$ cat config.mk
export PLATFORM = sky130hd
export DESIGN_NAME = source_token_scanner
export DESIGN_NICKNAME = d
export VERILOG_FILES = /design/src/rtl/stscan_pkg.sv /design/src/rtl/stscan_core.sv /design/src/rtl/stscan_out.sv /design/src/rtl/source_token_scanner.sv
export VERILOG_INCLUDE_DIRS = /design/src /design/src/rtl
export SDC_FILE = /design/constraint.sdc
export NUM_CORES = 1
export LEC_CHECK = 0
export ABC_AREA = 1
export BUFFER_PORTS_ARGS = -buffer_cell sky130_fd_sc_hd__clkbuf_2
export CORE_UTILIZATION = 45
export CTS_CLUSTER_SIZE = 28
export DETAILED_ROUTE_END_ITERATION = 7
export HOLD_SLACK_MARGIN = 0.03
export PLACE_DENSITY = 0.64
export SKIP_CTS_REPAIR_TIMING = 1
export SLEW_MARGIN = 20
export SYNTH_ARGS = -nofsm -noshare
export SYNTH_HDL_FRONTEND = slang
export SYNTH_SLANG_ARGS = --single-unit
$ cat constraint.sdc
create_clock -name clk -period 21.3 [get_ports clk]
set_input_delay 6.39 -clock clk [delete_from_list [all_inputs] [get_ports clk]]
set_output_delay 6.39 -clock clk [all_outputs]
set_load 0.02 [all_outputs]
$ cat src/rtl/assert_macros.svh
// assertion macros shared by the scanner modules
// expects clk and rst_n in the scope of each use
`ifndef ASSERT_MACROS_SVH
`define ASSERT_MACROS_SVH

// checked on every rising edge outside reset
`define STSCAN_ASSERT(label, prop, msg) \
    label: assert property (@(posedge clk) disable iff (!rst_n) prop) \
        else $error(msg);

// checked on every rising edge, reset included
`define STSCAN_ASSERT_ALWAYS(label, prop, msg) \
    label: assert property (@(posedge clk) prop) \
        else $error(msg);

`endif

$ cat src/rtl/stscan_pkg.sv
// types, token codes and keyword table of the source token scanner
// no dependencies
`default_nettype none

package stscan_pkg;

    typedef enum logic [3:0] {
        MODE_IDLE, MODE_SLASH, MODE_LCOM, MODE_BCOM, MODE_BSTAR, MODE_OP, MODE_STR,
        MODE_IDENT, MODE_INT, MODE_DOT, MODE_FRAC, MODE_E, MODE_ESIGN, MODE_EXP,
        MODE_ERR
    } scan_mode_t;

    typedef enum logic [1:0] {OP_BANG, OP_EQUAL, OP_LESS, OP_GREATER} op_code_t;

    localparam logic [5:0] KIND_LPAREN    = 6'd0;
    localparam logic [5:0] KIND_RPAREN    = 6'd1;
    localparam logic [5:0] KIND_LBRACE    = 6'd2;
    localparam logic [5:0] KIND_RBRACE    = 6'd3;
    localparam logic [5:0] KIND_SEMI      = 6'd4;
    localparam logic [5:0] KIND_COMMA     = 6'd5;
    localparam logic [5:0] KIND_DOT       = 6'd6;
    localparam logic [5:0] KIND_MINUS     = 6'd7;
    localparam logic [5:0] KIND_PLUS      = 6'd8;
    localparam logic [5:0] KIND_SLASH     = 6'd9;
    localparam logic [5:0] KIND_STAR      = 6'd10;
    localparam logic [5:0] KIND_BANG      = 6'd11;
    localparam logic [5:0] KIND_EQUAL     = 6'd13;
    localparam logic [5:0] KIND_LESS      = 6'd15;
    localparam logic [5:0] KIND_GREATER   = 6'd17;
    localparam logic [5:0] KIND_STRING    = 6'd19;
    localparam logic [5:0] KIND_NUMBER    = 6'd20;
    localparam logic [5:0] KIND_IDENT     = 6'd21;
    localparam logic [5:0] KIND_KW_BASE   = 6'd22;
    localparam logic [5:0] KIND_END       = 6'd39;
    localparam logic [5:0] KIND_BAD_CHAR  = 6'd40;
    localparam logic [5:0] KIND_OPEN_STR  = 6'd41;

    localparam int NUM_KW  = 17;
    localparam int KW_CHARS_MAX = 8;
    localparam int MAX_RESULTS = 4;

    localparam logic [16:0] LEN_MAX = 17'h10000;
    localparam logic [16:0] KW_ALL  = 17'h1FFFF;

    localparam logic [7:0] KW_CHARS [NUM_KW][KW_CHARS_MAX] = '{
        '{"a", "n", "d", 8'h00, 8'h00, 8'h00, 8'h00, 8'h00},
        '{"c", "l", "a", "s", "s", 8'h00, 8'h00, 8'h00},
        '{"e", "l", "s", "e", 8'h00, 8'h00, 8'h00, 8'h00},
        '{"f", "a", "l", "s", "e", 8'h00, 8'h00, 8'h00},
        '{"f", "u", "n", 8'h00, 8'h00, 8'h00, 8'h00, 8'h00},
        '{"f", "o", "r", 8'h00, 8'h00, 8'h00, 8'h00, 8'h00},
        '{"i", "f", 8'h00, 8'h00, 8'h00, 8'h00, 8'h00, 8'h00},
        '{"n", "u", "l", "l", 8'h00, 8'h00, 8'h00, 8'h00},
        '{"o", "r", 8'h00, 8'h00, 8'h00, 8'h00, 8'h00, 8'h00},
        '{"p", "r", "i", "n", "t", 8'h00, 8'h00, 8'h00},
        '{"r", "e", "t", "u", "r", "n", 8'h00, 8'h00},
        '{"s", "u", "p", "e", "r", 8'h00, 8'h00, 8'h00},
        '{"t", "h", "i", "s", 8'h00, 8'h00, 8'h00, 8'h00},
        '{"t", "r", "u", "e", 8'h00, 8'h00, 8'h00, 8'h00},
        '{"v", "a", "r", 8'h00, 8'h00, 8'h00, 8'h00, 8'h00},
        '{"w", "h", "i", "l", "e", 8'h00, 8'h00, 8'h00},
        '{"e", "x", "t", "e", "n", "d", "s", 8'h00}
    };

    // first field in the highest bits
    typedef struct packed {
        logic [15:0] length;
        logic [15:0] start;
        logic [15:0] line;
        logic [5:0]  kind;
    } token_t;

    typedef struct packed {
        logic                        valid;
        logic [1:0]                  last_idx;
        token_t [MAX_RESULTS-1:0]    tok;
    } batch_t;

    function automatic logic is_digit(input logic [7:0] c);
        return (c >= "0") && (c <= "9");
    endfunction

    function automatic logic is_alpha(input logic [7:0] c);
        return ((c >= "a") && (c <= "z")) || ((c >= "A") && (c <= "Z"));
    endfunction

    function automatic logic [16:0] kw_update(input logic [16:0] mask,
                                              input logic [3:0] idlen,
                                              input logic [7:0] c);
        logic [16:0] m;
        m = mask;
        for (int k = 0; k < NUM_KW; k++)
        begin
            if (idlen[3] || (KW_CHARS[k][idlen[2:0]] != c))
            begin
                m[k] = 1'b0;
            end
        end
        return m;
    endfunction

    function automatic logic [5:0] ident_kind(input logic [16:0] mask,
                                              input logic [3:0] idlen);
        logic [5:0] kind;
        kind = KIND_IDENT;
        if (!idlen[3])
        begin
            for (int k = NUM_KW - 1; k >= 0; k--)
            begin
                if (mask[k] && (KW_CHARS[k][idlen[2:0]] == 8'h00))
                begin
                    kind = KIND_KW_BASE + 6'(k);
                end
            end
        end
        return kind;
    endfunction

    function automatic logic [5:0] op_kind(input op_code_t op, input logic two);
        logic [5:0] base;
        case (op)
            OP_BANG:  base = KIND_BANG;
            OP_EQUAL: base = KIND_EQUAL;
            OP_LESS:  base = KIND_LESS;
            default:  base = KIND_GREATER;
        endcase
        return base + {5'd0, two};
    endfunction

    function automatic logic [15:0] sat_len(input logic [16:0] len);
        return len[16] ? 16'hFFFF : len[15:0];
    endfunction

endpackage

`default_nettype wire

$ cat src/rtl/stscan_core.sv
// input register, scanner state and per-byte token decode
// depends on stscan_pkg and assert_macros.svh
`default_nettype none
`include "assert_macros.svh"

module stscan_core #(
    parameter int OFFSET_BITS = 16,
    parameter int LINE_BITS   = 16
) (
    input  wire logic              clk,
    input  wire logic              rst_n,
    input  wire logic              in_valid,
    output logic                   in_ready,
    input  wire logic [7:0]        in_byte,
    input  wire logic              in_eos,
    input  wire logic              load_ok,
    output stscan_pkg::batch_t     batch
);

    localparam logic [OFFSET_BITS-1:0] OFF_ONE  = OFFSET_BITS'(1);
    localparam logic [LINE_BITS-1:0]   LINE_ONE = LINE_BITS'(1);

    logic                         s1_valid_reg;
    logic [7:0]                   s1_byte_reg;
    logic                         s1_eos_reg;
    logic                         advance;

    stscan_pkg::scan_mode_t       mode_reg, f_mode;
    stscan_pkg::op_code_t         op_reg, f_op;
    logic [LINE_BITS-1:0]         line_reg, line_next;
    logic [OFFSET_BITS-1:0]       off_reg, begin_reg, f_begin, off_prev, off_succ;
    logic [16:0]                  cand_reg, f_cand;
    logic [3:0]                   idlen_reg, f_idlen, idlen_inc;
    logic [16:0]                  len_reg, f_len, len_grow, len_m1;
    logic                         line_inc;

    // tokens decided while feeding the byte
    logic                         pre0_v, pre1_v, idl_v;
    logic [5:0]                   pre0_k, pre1_k, idl_k;
    logic [OFFSET_BITS-1:0]       pre0_s, pre1_s;
    logic [16:0]                  pre0_l;

    logic [15:0]                  line_a16, line_b16;
    stscan_pkg::token_t           ctok [6];
    logic [5:0]                   cvld;

    logic [7:0] c;
    assign c = s1_byte_reg;

    assign advance  = s1_valid_reg && load_ok;
    assign in_ready = !s1_valid_reg || load_ok;

    assign off_prev  = off_reg - OFF_ONE;
    assign off_succ  = off_reg + OFF_ONE;
    assign len_grow  = (len_reg >= stscan_pkg::LEN_MAX) ? len_reg : len_reg + 17'd1;
    assign len_m1    = len_reg - 17'd1;
    assign idlen_inc = (idlen_reg == 4'hF) ? idlen_reg : idlen_reg + 4'd1;

    always_comb
    begin
        logic run_idle;
        run_idle = 1'b0;
        f_mode   = mode_reg;
        f_op     = op_reg;
        f_begin  = begin_reg;
        f_cand   = cand_reg;
        f_idlen  = idlen_reg;
        f_len    = len_reg;
        line_inc = 1'b0;
        pre0_v = 1'b0; pre0_k = stscan_pkg::KIND_NUMBER; pre0_s = begin_reg; pre0_l = len_reg;
        pre1_v = 1'b0; pre1_k = stscan_pkg::KIND_DOT;    pre1_s = off_prev;
        idl_v  = 1'b0; idl_k  = stscan_pkg::KIND_BAD_CHAR;

        case (mode_reg)
            stscan_pkg::MODE_IDLE:
            begin
                run_idle = 1'b1;
            end
            stscan_pkg::MODE_SLASH:
            begin
                if (c == "/")
                begin
                    f_mode = stscan_pkg::MODE_LCOM;
                end
                else if (c == "*")
                begin
                    f_mode = stscan_pkg::MODE_BCOM;
                end
                else
                begin
                    pre0_v = 1'b1; pre0_k = stscan_pkg::KIND_SLASH; pre0_l = 17'd1;
                    run_idle = 1'b1;
                end
            end
            stscan_pkg::MODE_LCOM:
            begin
                if (c == 8'h0A)
                begin
                    line_inc = 1'b1;
                    f_mode   = stscan_pkg::MODE_IDLE;
                end
            end
            stscan_pkg::MODE_BCOM, stscan_pkg::MODE_BSTAR:
            begin
                if (c == "/" && mode_reg == stscan_pkg::MODE_BSTAR)
                begin
                    f_mode = stscan_pkg::MODE_IDLE;
                end
                else
                begin
                    line_inc = (c == 8'h0A);
                    f_mode = (c == "*") ? stscan_pkg::MODE_BSTAR : stscan_pkg::MODE_BCOM;
                end
            end
            stscan_pkg::MODE_OP:
            begin
                pre0_v = 1'b1;
                if (c == "=")
                begin
                    pre0_k = stscan_pkg::op_kind(op_reg, 1'b1); pre0_l = 17'd2;
                    f_mode = stscan_pkg::MODE_IDLE;
                    f_op   = stscan_pkg::OP_BANG;
                end
                else
                begin
                    pre0_k = stscan_pkg::op_kind(op_reg, 1'b0); pre0_l = 17'd1;
                    run_idle = 1'b1;
                end
            end
            stscan_pkg::MODE_STR:
            begin
                f_len    = len_grow;
                line_inc = (c == 8'h0A);
                if (c == "\"")
                begin
                    pre0_v = 1'b1; pre0_k = stscan_pkg::KIND_STRING; pre0_l = len_grow;
                    f_mode = stscan_pkg::MODE_IDLE;
                end
            end
            stscan_pkg::MODE_IDENT:
            begin
                if (stscan_pkg::is_alpha(c) || stscan_pkg::is_digit(c))
                begin
                    f_len   = len_grow;
                    f_cand  = stscan_pkg::kw_update(cand_reg, idlen_reg, c);
                    f_idlen = idlen_inc;
                end
                else
                begin
                    pre0_v = 1'b1;
                    pre0_k = stscan_pkg::ident_kind(cand_reg, idlen_reg);
                    run_idle = 1'b1;
                end
            end
            stscan_pkg::MODE_INT, stscan_pkg::MODE_FRAC:
            begin
                if (stscan_pkg::is_digit(c))
                begin
                    f_len = len_grow;
                end
                else if (c == "E")
                begin
                    f_len = len_grow; f_mode = stscan_pkg::MODE_E;
                end
                else if (c == "." && mode_reg == stscan_pkg::MODE_INT)
                begin
                    f_len = len_grow; f_mode = stscan_pkg::MODE_DOT;
                end
                else
                begin
                    pre0_v = 1'b1;
                    run_idle = 1'b1;
                end
            end
            stscan_pkg::MODE_DOT:
            begin
                if (stscan_pkg::is_digit(c))
                begin
                    f_len = len_grow; f_mode = stscan_pkg::MODE_FRAC;
                end
                else
                begin
                    // number without its dot, then the dot on its own
                    pre0_v = 1'b1; pre0_l = len_m1;
                    pre1_v = 1'b1;
                    run_idle = 1'b1;
                end
            end
            stscan_pkg::MODE_E:
            begin
                if (c == "+" || c == "-")
                begin
                    f_len = len_grow; f_mode = stscan_pkg::MODE_ESIGN;
                end
                else if (stscan_pkg::is_digit(c))
                begin
                    f_len = len_grow; f_mode = stscan_pkg::MODE_EXP;
                end
                else
                begin
                    // the E was not an exponent: it opens an identifier
                    pre0_v = 1'b1; pre0_l = len_m1;
                    if (stscan_pkg::is_alpha(c))
                    begin
                        f_mode  = stscan_pkg::MODE_IDENT;
                        f_begin = off_prev;
                        f_len   = 17'd2;
                        f_idlen = 4'd2;
                        f_cand  = '0;
                    end
                    else
                    begin
                        pre1_v = 1'b1; pre1_k = stscan_pkg::KIND_IDENT;
                        run_idle = 1'b1;
                    end
                end
            end
            stscan_pkg::MODE_ESIGN, stscan_pkg::MODE_EXP:
            begin
                if (stscan_pkg::is_digit(c))
                begin
                    f_len = len_grow; f_mode = stscan_pkg::MODE_EXP;
                end
                else
                begin
                    pre0_v = 1'b1;
                    run_idle = 1'b1;
                end
            end
            default:
            begin
                // error: bytes dropped until end of source
            end
        endcase

        if (run_idle)
        begin
            f_mode = stscan_pkg::MODE_IDLE;
            f_op   = stscan_pkg::OP_BANG;
            case (c)
                " ", 8'h0D, 8'h09: ;
                8'h0A: line_inc = 1'b1;
                "(": begin idl_v = 1'b1; idl_k = stscan_pkg::KIND_LPAREN; end
                ")": begin idl_v = 1'b1; idl_k = stscan_pkg::KIND_RPAREN; end
                "{": begin idl_v = 1'b1; idl_k = stscan_pkg::KIND_LBRACE; end
                "}": begin idl_v = 1'b1; idl_k = stscan_pkg::KIND_RBRACE; end
                ";": begin idl_v = 1'b1; idl_k = stscan_pkg::KIND_SEMI;   end
                ",": begin idl_v = 1'b1; idl_k = stscan_pkg::KIND_COMMA;  end
                ".": begin idl_v = 1'b1; idl_k = stscan_pkg::KIND_DOT;    end
                "-": begin idl_v = 1'b1; idl_k = stscan_pkg::KIND_MINUS;  end
                "+": begin idl_v = 1'b1; idl_k = stscan_pkg::KIND_PLUS;   end
                "*": begin idl_v = 1'b1; idl_k = stscan_pkg::KIND_STAR;   end
                "/":
                begin
                    f_mode = stscan_pkg::MODE_SLASH; f_begin = off_reg; f_len = 17'd1;
                end
                "!", "=", "<", ">":
                begin
                    f_mode  = stscan_pkg::MODE_OP;
                    f_begin = off_reg;
                    f_len   = 17'd1;
                    f_op    = (c == "!") ? stscan_pkg::OP_BANG :
                              (c == "=") ? stscan_pkg::OP_EQUAL :
                              (c == "<") ? stscan_pkg::OP_LESS : stscan_pkg::OP_GREATER;
                end
                "\"":
                begin
                    f_mode = stscan_pkg::MODE_STR; f_begin = off_reg; f_len = 17'd1;
                end
                default:
                begin
                    if (stscan_pkg::is_digit(c))
                    begin
                        f_mode = stscan_pkg::MODE_INT; f_begin = off_reg; f_len = 17'd1;
                    end
                    else if (stscan_pkg::is_alpha(c))
                    begin
                        f_mode  = stscan_pkg::MODE_IDENT;
                        f_begin = off_reg;
                        f_len   = 17'd1;
                        f_idlen = 4'd1;
                        f_cand  = stscan_pkg::kw_update(stscan_pkg::KW_ALL, 4'd0, c);
                    end
                    else
                    begin
                        idl_v  = 1'b1;
                        f_mode = stscan_pkg::MODE_ERR;
                    end
                end
            endcase
        end
    end

    assign line_next = (line_inc && line_reg != '1) ? line_reg + LINE_ONE : line_reg;
    assign line_a16  = (32'(line_reg) >= 32'hFFFF) ? 16'hFFFF : 16'(line_reg);
    assign line_b16  = (32'(line_next) >= 32'hFFFF) ? 16'hFFFF : 16'(line_next);

    // candidate list in emit order, then the first four are kept
    always_comb
    begin
        logic [2:0] cnt;
        stscan_pkg::token_t fl0, fl1;
        logic fl0_v, fl1_v;

        fl0_v = s1_eos_reg;
        fl1_v = 1'b0;
        fl0 = '{length: stscan_pkg::sat_len(f_len), start: 16'(f_begin),
                line: line_b16, kind: stscan_pkg::KIND_NUMBER};
        fl1 = '{length: 16'd1, start: 16'(off_reg), line: line_b16,
                kind: stscan_pkg::KIND_DOT};
        case (f_mode)
            stscan_pkg::MODE_SLASH:
            begin
                fl0.kind = stscan_pkg::KIND_SLASH; fl0.length = 16'd1;
            end
            stscan_pkg::MODE_OP:
            begin
                fl0.kind = stscan_pkg::op_kind(f_op, 1'b0); fl0.length = 16'd1;
            end
            stscan_pkg::MODE_STR:   fl0.kind = stscan_pkg::KIND_OPEN_STR;
            stscan_pkg::MODE_IDENT: fl0.kind = stscan_pkg::ident_kind(f_cand, f_idlen);
            stscan_pkg::MODE_INT, stscan_pkg::MODE_FRAC,
            stscan_pkg::MODE_ESIGN, stscan_pkg::MODE_EXP: ;
            stscan_pkg::MODE_DOT:
            begin
                fl0.length = stscan_pkg::sat_len(f_len - 17'd1);
                fl1_v = s1_eos_reg;
            end
            stscan_pkg::MODE_E:
            begin
                fl0.length = stscan_pkg::sat_len(f_len - 17'd1);
                fl1.kind = stscan_pkg::KIND_IDENT;
                fl1_v = s1_eos_reg;
            end
            default: fl0_v = 1'b0;
        endcase

        ctok[0] = '{length: stscan_pkg::sat_len(pre0_l), start: 16'(pre0_s),
                    line: line_a16, kind: pre0_k};
        ctok[1] = '{length: 16'd1, start: 16'(pre1_s), line: line_a16, kind: pre1_k};
        ctok[2] = '{length: 16'd1, start: 16'(off_reg), line: line_a16, kind: idl_k};
        ctok[3] = fl0;
        ctok[4] = fl1;
        ctok[5] = '{length: 16'd0, start: 16'(off_succ), line: line_b16,
                    kind: stscan_pkg::KIND_END};
        cvld = {s1_eos_reg, fl1_v, fl0_v, idl_v, pre1_v, pre0_v};

        cnt = 3'd0;
        batch.tok = '0;
        for (int i = 0; i < 6; i++)
        begin
            if (cvld[i] && cnt < 3'(stscan_pkg::MAX_RESULTS))
            begin
                batch.tok[cnt[1:0]] = ctok[i];
                cnt = cnt + 3'd1;
            end
        end
        batch.valid    = advance && (cnt != 3'd0);
        batch.last_idx = 2'(cnt - 3'd1);
    end

    always_ff @(posedge clk or negedge rst_n)
    begin
        if (!rst_n)
        begin
            s1_valid_reg <= 1'b0;
        end
        else if (in_ready)
        begin
            s1_valid_reg <= in_valid;
        end
    end

    always_ff @(posedge clk)
    begin
        if (in_ready && in_valid)
        begin
            s1_byte_reg <= in_byte;
            s1_eos_reg  <= in_eos;
        end
    end

    always_ff @(posedge clk or negedge rst_n)
    begin
        if (!rst_n)
        begin
            mode_reg  <= stscan_pkg::MODE_IDLE;
            op_reg    <= stscan_pkg::OP_BANG;
            line_reg  <= LINE_ONE;
            off_reg   <= '0;
            begin_reg <= '0;
            cand_reg  <= stscan_pkg::KW_ALL;
            idlen_reg <= '0;
            len_reg   <= '0;
        end
        else if (advance)
        begin
            if (s1_eos_reg)
            begin
                mode_reg  <= stscan_pkg::MODE_IDLE;
                op_reg    <= stscan_pkg::OP_BANG;
                line_reg  <= LINE_ONE;
                off_reg   <= '0;
                begin_reg <= '0;
                cand_reg  <= stscan_pkg::KW_ALL;
                idlen_reg <= '0;
                len_reg   <= '0;
            end
            else
            begin
                mode_reg  <= f_mode;
                op_reg    <= f_op;
                line_reg  <= line_next;
                off_reg   <= off_succ;
                begin_reg <= f_begin;
                cand_reg  <= f_cand;
                idlen_reg <= f_idlen;
                len_reg   <= f_len;
            end
        end
    end

    `STSCAN_ASSERT(a_eos_restarts, (advance && s1_eos_reg) |=> (mode_reg == stscan_pkg::MODE_IDLE && off_reg == '0 && line_reg == LINE_ONE), "scanner not back at start after end of source")
    `STSCAN_ASSERT(a_error_holds, (mode_reg == stscan_pkg::MODE_ERR && !(advance && s1_eos_reg)) |=> (mode_reg == stscan_pkg::MODE_ERR), "error mode left before end of source")
    `STSCAN_ASSERT(a_eos_gives_batch, (advance && s1_eos_reg) |-> batch.valid, "end of source produced no tokens")

endmodule

`default_nettype wire

$ cat src/rtl/stscan_out.sv
// result register holding one byte's tokens, drained one per cycle while out_ready is high
// depends on stscan_pkg and assert_macros.svh
`default_nettype none
`include "assert_macros.svh"

module stscan_out (
    input  wire logic           clk,
    input  wire logic           rst_n,
    input  stscan_pkg::batch_t  batch,
    output logic                load_ok,
    output logic                out_valid,
    input  wire logic           out_ready,
    output stscan_pkg::token_t  out_tok,
    output logic                out_last
);

    logic                                         busy_reg;
    logic [1:0]                                   idx_reg;
    logic [1:0]                                   last_idx_reg;
    stscan_pkg::token_t [stscan_pkg::MAX_RESULTS-1:0] tok_reg;

    assign out_valid = busy_reg;
    assign out_last  = (idx_reg == last_idx_reg);
    assign out_tok   = tok_reg[idx_reg];
    assign load_ok   = !busy_reg || (out_ready && out_last);

    always_ff @(posedge clk or negedge rst_n)
    begin
        if (!rst_n)
        begin
            busy_reg <= 1'b0;
            idx_reg  <= '0;
        end
        else if (load_ok)
        begin
            busy_reg <= batch.valid;
            idx_reg  <= '0;
        end
        else if (out_ready)
        begin
            idx_reg <= idx_reg + 2'd1;
        end
    end

    always_ff @(posedge clk)
    begin
        if (load_ok && batch.valid)
        begin
            tok_reg      <= batch.tok;
            last_idx_reg <= batch.last_idx;
        end
    end

    `STSCAN_ASSERT(a_index_in_batch, busy_reg |-> (idx_reg <= last_idx_reg), "drain index past end of batch")
    `STSCAN_ASSERT(a_stall_holds, (busy_reg && !out_ready) |=> (busy_reg && $stable(idx_reg)), "token moved on while stalled")
    `STSCAN_ASSERT_ALWAYS(a_quiet_in_reset, !rst_n |=> !busy_reg, "result shown during reset")

endmodule

`default_nettype wire

$ cat src/rtl/source_token_scanner.sv
// top level of the source token scanner: byte stream in, token stream out
// depends on stscan_pkg, stscan_core and stscan_out
//
// usage
//   slave side takes one source byte per request: tdata[7:0] is the byte and
//   tlast marks the final byte of the source. master side gives one token per
//   request: kind, line, start offset and length in tdata, tlast on the final
//   token caused by a given byte.
// timing
//   a byte is registered on acceptance and decoded from that register; up to four
//   tokens land in the result register once it can take them, and the first of
//   them is shown straight from that register. throughput is one byte per cycle
//   while each byte yields at most one token and tready stays high; a byte that
//   yields more tokens holds the input until the result register has drained
//   them, one token per cycle.
// reset
//   rst_n clears both registers and starts a new source: line 1, offset 0.
//   after end of source the scanner returns to the same start state.
// stalls
//   when the receiver holds tready low the result register keeps its token,
//   the decode register waits behind it and s_axis_tready falls when it is full.
`default_nettype none

module source_token_scanner #(
    parameter int OFFSET_BITS = 16,
    parameter int LINE_BITS   = 16
) (
    input  wire logic        clk,
    input  wire logic        rst_n,
    input  wire logic        s_axis_tvalid,
    output logic             s_axis_tready,
    input  wire logic [7:0]  s_axis_tdata,   // [7:0] source_byte
    input  wire logic        s_axis_tlast,   // end_of_source
    output logic             m_axis_tvalid,
    input  wire logic        m_axis_tready,
    output logic [55:0]      m_axis_tdata,   // [5:0] token_kind, [21:6] token_line,
                                             // [37:22] token_start, [53:38] token_length
    output logic             m_axis_tlast    // last_of_run
);

    stscan_pkg::batch_t  batch;
    stscan_pkg::token_t  tok;
    logic                load_ok;

    // byte register, scanner state and token decode
    stscan_core #(
        .OFFSET_BITS (OFFSET_BITS),
        .LINE_BITS   (LINE_BITS)
    ) u_core (
        .clk      (clk),
        .rst_n    (rst_n),
        .in_valid (s_axis_tvalid),
        .in_ready (s_axis_tready),
        .in_byte  (s_axis_tdata),
        .in_eos   (s_axis_tlast),
        .load_ok  (load_ok),
        .batch    (batch)
    );

    // result register, one token per request
    stscan_out u_out (
        .clk       (clk),
        .rst_n     (rst_n),
        .batch     (batch),
        .load_ok   (load_ok),
        .out_valid (m_axis_tvalid),
        .out_ready (m_axis_tready),
        .out_tok   (tok),
        .out_last  (m_axis_tlast)
    );

    // pad to whole bytes
    assign m_axis_tdata = {2'b00, tok};

endmodule

`default_nettype wire
* Yosys cells after proc, flatten, opt, wreduce, memory -nomap -nowiden
Memories as Yosys holds them, arrays and structs flattened.
Cells that the tools add are included.
W data, S select, Z words.
** Cells by class
- $add $sub $neg :: 15
- $lt $le $gt $ge :: 27
- Equality and inequality tests :: 81
- Mux-type cells :: 298
- Bitwise gates (word level) :: 2
- Reduce and logical (&&, ||, !) cells :: 131
** Operators with widths (number)
- $bwmux W216 :: 5
- $mux W216 :: 5
- $mux W8 :: 68
- $demux W54 S2 :: 5
- $mux W17 :: 27
- $mux W54 :: 7
- $logic_not A8 Y1 :: 34
- $mux W6 :: 45
- $mux W16 :: 16
- $pmux W17 S5 :: 2
- $ne A8 B8 Y1 :: 17
- $eq A8 B6 Y1 const B :: 15
- $mux W4 :: 28
- $bmux W54 S2 :: 1
- $ne A7 B8 Y1 const A :: 13
- $pmux W17 S2 :: 2
- $pmux W16 S2 :: 2
- $pmux W6 S10 :: 1
- $logic_and A1 B1 Y1 :: 55
- $eq A4 B4 Y1 const B :: 13
- $mux W1 :: 52
- $pmux W6 S4 :: 2
- $pmux W4 S9 :: 1
- $sub A17 B1 Y17 const B :: 2
- 53 further kinds :: 136
** Word-level totals
- Register bits :: 323
- Memory bits (read-only) :: 2176
- Bits of input ports :: 13
- Output and inout bits :: 59
- Logic and storage cells :: 618
- Memories :: 34
** Memories
- (no name shown) :: depth 8, bits a word 8, rd ports 1, clocked after memory_dff 0, write ports 0, RTL line stscan_pkg.sv:110 : if (mask[k] && (KW_CHARS[k][idlen[2:0]] == 8'h00))
- (no name shown) :: depth 8, bits a word 8, rd ports 1, clocked after memory_dff 0, write ports 0, RTL line stscan_pkg.sv:94 : if (idlen[3] || (KW_CHARS[k][idlen[2:0]] != c))
- (no name shown) :: depth 8, bits a word 8, rd ports 1, clocked after memory_dff 0, write ports 0, RTL line stscan_pkg.sv:94
- (no name shown) :: depth 8, bits a word 8, rd ports 1, clocked after memory_dff 0, write ports 0, RTL line stscan_pkg.sv:94
- (no name shown) :: depth 8, bits a word 8, rd ports 1, clocked after memory_dff 0, write ports 0, RTL line stscan_pkg.sv:94
- (no name shown) :: depth 8, bits a word 8, rd ports 1, clocked after memory_dff 0, write ports 0, RTL line stscan_pkg.sv:94
- 28 more memories

* Depth between registers and ports, before layout
- Depth after elaboration :: 42
- Gate-level depth with buffers :: 44
- Mapped depth without buffers :: 42

* Cells and area by module
Synthesis repeated with hierarchy kept, for this count alone.
** Second synthesis, totals
- Cells, all modules :: 2990
- Area total of the unflattened synthesis :: 22808.1 sq um
** By module, submodules not included
- stscan_core :: instances 1, cells an instance 2436, area an instance 14515.2 sq um, sequential area each 2620.0 sq um
- stscan_out :: instances 1, cells an instance 551, area an instance 8274.2 sq um, sequential area each 6621.4 sq um
- source_token_scanner :: instances 1, cells an instance 3, area an instance 18.8 sq um, sequential area each 0.0 sq um

* Worst setup path before layout
No wires, ideal clock.
- Path kind :: input -> output
- Start point :: in m_axis_tready
- End point :: out s_axis_tready
- Arrival :: 6956 ps
- Path slack :: 7954 ps
- Cell stages on the path :: 3
- Path through :: or2_2 > nand2_1 > nand2_1
** On the way
- Cells in the longest elaborated chain, start to end :: 3
** RTL lines
- start, declared :: RTL line source_token_scanner.sv:35 : input wire logic m_axis_tready,
- $logic_and A1 B1 Y1 :: RTL line stscan_out.sv:25 : assign load_ok = !busy_reg || (out_ready && out_last);
- $logic_or A1 B1 Y1 :: RTL line stscan_out.sv:25
- $logic_or A1 B1 Y1 :: RTL line stscan_core.sv:51 : assign in_ready = !s1_valid_reg || load_ok;
- end, declared :: RTL line source_token_scanner.sv:31 : output logic s_axis_tready,
Every way passes these cells.

* Final worst setup path
Same ends and word-level chain as after synthesis.

==> out/qor.yml <==
drt:
  route.detailed.drc: 0
  totalWireLength_mm: 77.4
  drt_iter0_markers: 2409
  met3_length_mm: 7.04
  m1WireLength_mm: 32.9
  route.met2.wl_mm: 35.0
  vias: 22237
  ant_nets: 0
  detail_route.first_pass.iterations: 6
  wl_per_cell_microns: 21.2
  routed_via_density: 6.10
  top_layer: "met4"
hold_path:
  hold_class: "flip-flop to flip-flop"
job:
  max-cap-violations: 0
logic_synthesis:
  ys_types: 73
  syn_inst: 2978
  synth_seq_area_share: 0.404
  synth_top_flop_cell: "edfxtp_1"
  synth-seq-cells: 323
  syn_area_sq_um: 22900
  syn_area_per_cell_sq_um: 7.69
  synth_edf_count: 227
  async_flop_share: 0.297
  yosysWarnings: 0
placed_design:
  place_hpwl_mm: 52.7
  io_buffers: 69
  gp_congestion: 0.949
grt:
  grtUsageTotal: 0.296
  grt_pass1_wl_mm: 119
  antenna_found_initial: 0
  first_global_vias: 20866
  gr-total-overflow: 0
  grt_max_degree: 140
clocking:
  numCtsBuffers: 37
  clk_pin_slew_ns: 0.06
  clk_latency_ns: 0.55
  clock_sinks: 323
  root_buffer: "clkbuf_16"
  htree_levels: 2
  clk_path_buf_depth: 3
  cts_tree: "built"
setup_path:
  crit_family: "simple AND/OR/NAND/NOR gates"
  crit_chain: "clkbuf_2 > or2_2 > nand2_1 > nand2_1 > clkbuf_2"
  cp_max_fo: 4
  crit_required_ns: 14.91
  cp.arrival_ns: 7.23
  path_buf_inv: 2
  cp-start-kind: "input pin"
  cp_slowest_cell: "or2_2"
  crit_path_max_incr_delay_ns: 0.32
  crit_path_end_kind: "output pin"
  worstSetupPathType: "input pin to output pin"
cells_and_area:
  layout_commonest_cell: "nand2_1"
  drive_gt1_frac: 0.0983
  nets: 2996
  synthToLayoutAreaGrowth_pct: 7.66
  final_cell_mix: "nand2_1 (560), nor2_1 (364), o21ai_0 (289)"
  antenna_cells: 0
  largest_reg_flops: 216
timing:
  max_freq_mhz: 73.4
  finalSetupTns_ns: 0
  relSlewSlack: 0.264
  post-route-period-util: 0.639
  tightest_slew_ns: 1.10
  fin_crit_ns: 13.62
  rsz0062_at_grt: "false"
  setup_viol: 0
  finalHoldViolCount: 0
  drv_slew: 0
  fin_skew_ns: 0.0139
floorplan:
  fp.coreArea_sq_um: 50200
  chipWidth_microns: 228
  rows: 82
  die_area_sq_um: 51800
  start_util: 0.456
  fp.dieH_microns: 228
  io_pins: 72
status:
  outcome: "complete, no violations"
-- per-stage QoR --
step	hold WS, ns	cells	instance area (sq um)	setup slack, ns	util
3_5_place_dp	0.507	3578	23500	7.68	0.468
5_1_grt	0.545	3644	24600	7.61	0.491
3_3_place_gp	0.494	3578	23500	7.68	0.468
4_1_cts	0.513	3644	24600	7.68	0.491
2_1_floorplan	0.461	2979	22900	7.95	-
6_report	0.514	3644	24600	7.68	0.491
-- metal layers --
| layer | track usage | vias to the layer above |
|---|---|---|
| met4 | 0.110 | 0 |
| met3 | 0.0539 | 182 |
| met1 | 0.404 | 10604 |
| met5 | 0 | - |
| met2 | 0.468 | 1115 |
| li1 | - | 10336 |
-- path summary, 6_finish.rpt --
kind / startpoint / cells after the start / slack, ns / endpoint
worst min-delay path: u_core.cand_reg[7]$_DFFE_PN1P_ / 2 / 0.51 / u_core.cand_reg[7]$_DFFE_PN1P_
worst max-delay path: m_axis_tready / 5 / 7.68 / s_axis_tready
worst max register to register: u_core.c[0]$_DFFE_PP_ / 30 / 10.78 / u_out.tok_reg[29]$_DFFE_PP_
worst min register to register: u_core.cand_reg[7]$_DFFE_PN1P_ / 2 / 0.51 / u_core.cand_reg[7]$_DFFE_PN1P_
max in group asynchronous: rst_n / 2 / 14.18 / u_core.cand_reg[2]$_DFFE_PN1P_
min in group asynchronous: rst_n / 1 / 5.96 / u_core.begin_reg[8]$_DFFE_PN0P_
-- worst register-to-register path: cells and delay by family (launching register included) --
kind | cells | cell delay, ns
compound gates | 2 | 0.76
simple gates | 13 | 3.58
fa+ha+maj | 4 | 1.04
flops | 1 | 0.75
buf+inv | 11 | 3.91
-- kinds of logic after synthesis --
group,count (synthesis),share of synthesized area
other cells,1,0.000164
buf+inv,478,0.0850
xor+xnor,94,0.0360
simple gates,1226,0.234
fa+ha+maj,38,0.0208
flops,323,0.404
compound gates,816,0.220
mux,2,0.000875
-- cells in the mapped netlist (all sizes together) (3+ instances only) --
cell type | instances | share of area
nand3 | 131 | 0.031
clkinv | 14 | 0.0023
o21a | 3 | 0.00098
a2111oi | 7 | 0.0027
o21bai | 3 | 0.00098
o311ai | 3 | 0.0011
o211ai | 47 | 0.015
o41ai | 5 | 0.0019
a22oi | 6 | 0.0020
a21oi | 65 | 0.014
nand2 | 594 | 0.10
nand4 | 37 | 0.011
buf | 49 | 0.014
dfrtp | 78 | 0.085
o32ai | 8 | 0.0031
o2111ai | 3 | 0.0011
o221ai | 38 | 0.015
o22ai | 244 | 0.070
xnor2 | 10 | 0.0038
nand3b | 4 | 0.0013
edfxtp | 227 | 0.30
a31oi | 8 | 0.0022
a221oi | 4 | 0.0015
ha | 38 | 0.021
nor2 | 393 | 0.070
clkbuf | 114 | 0.019
xor2 | 84 | 0.032
o21ai | 333 | 0.073
or2 | 4 | 0.0011
dfstp | 18 | 0.021
nor3 | 46 | 0.011
a211oi | 17 | 0.0063
inv | 301 | 0.050
o31ai | 8 | 0.0028
nor4 | 14 | 0.0048
-- cell type report --
cell class / instances / area [sq um]
fill: 4798 / 25500
multi-input combinational: 2178 / 11700
sequential: 323 / 9250
inverter: 315 / 1200
clock buffer: 49 / 991
tap: 672 / 841
timing repair buffer: 90 / 505
clock inverter: 17 / 148
Power is not shown: default switching activity piles up to over one toggle a cycle in this logic, so the estimate is an artifact.
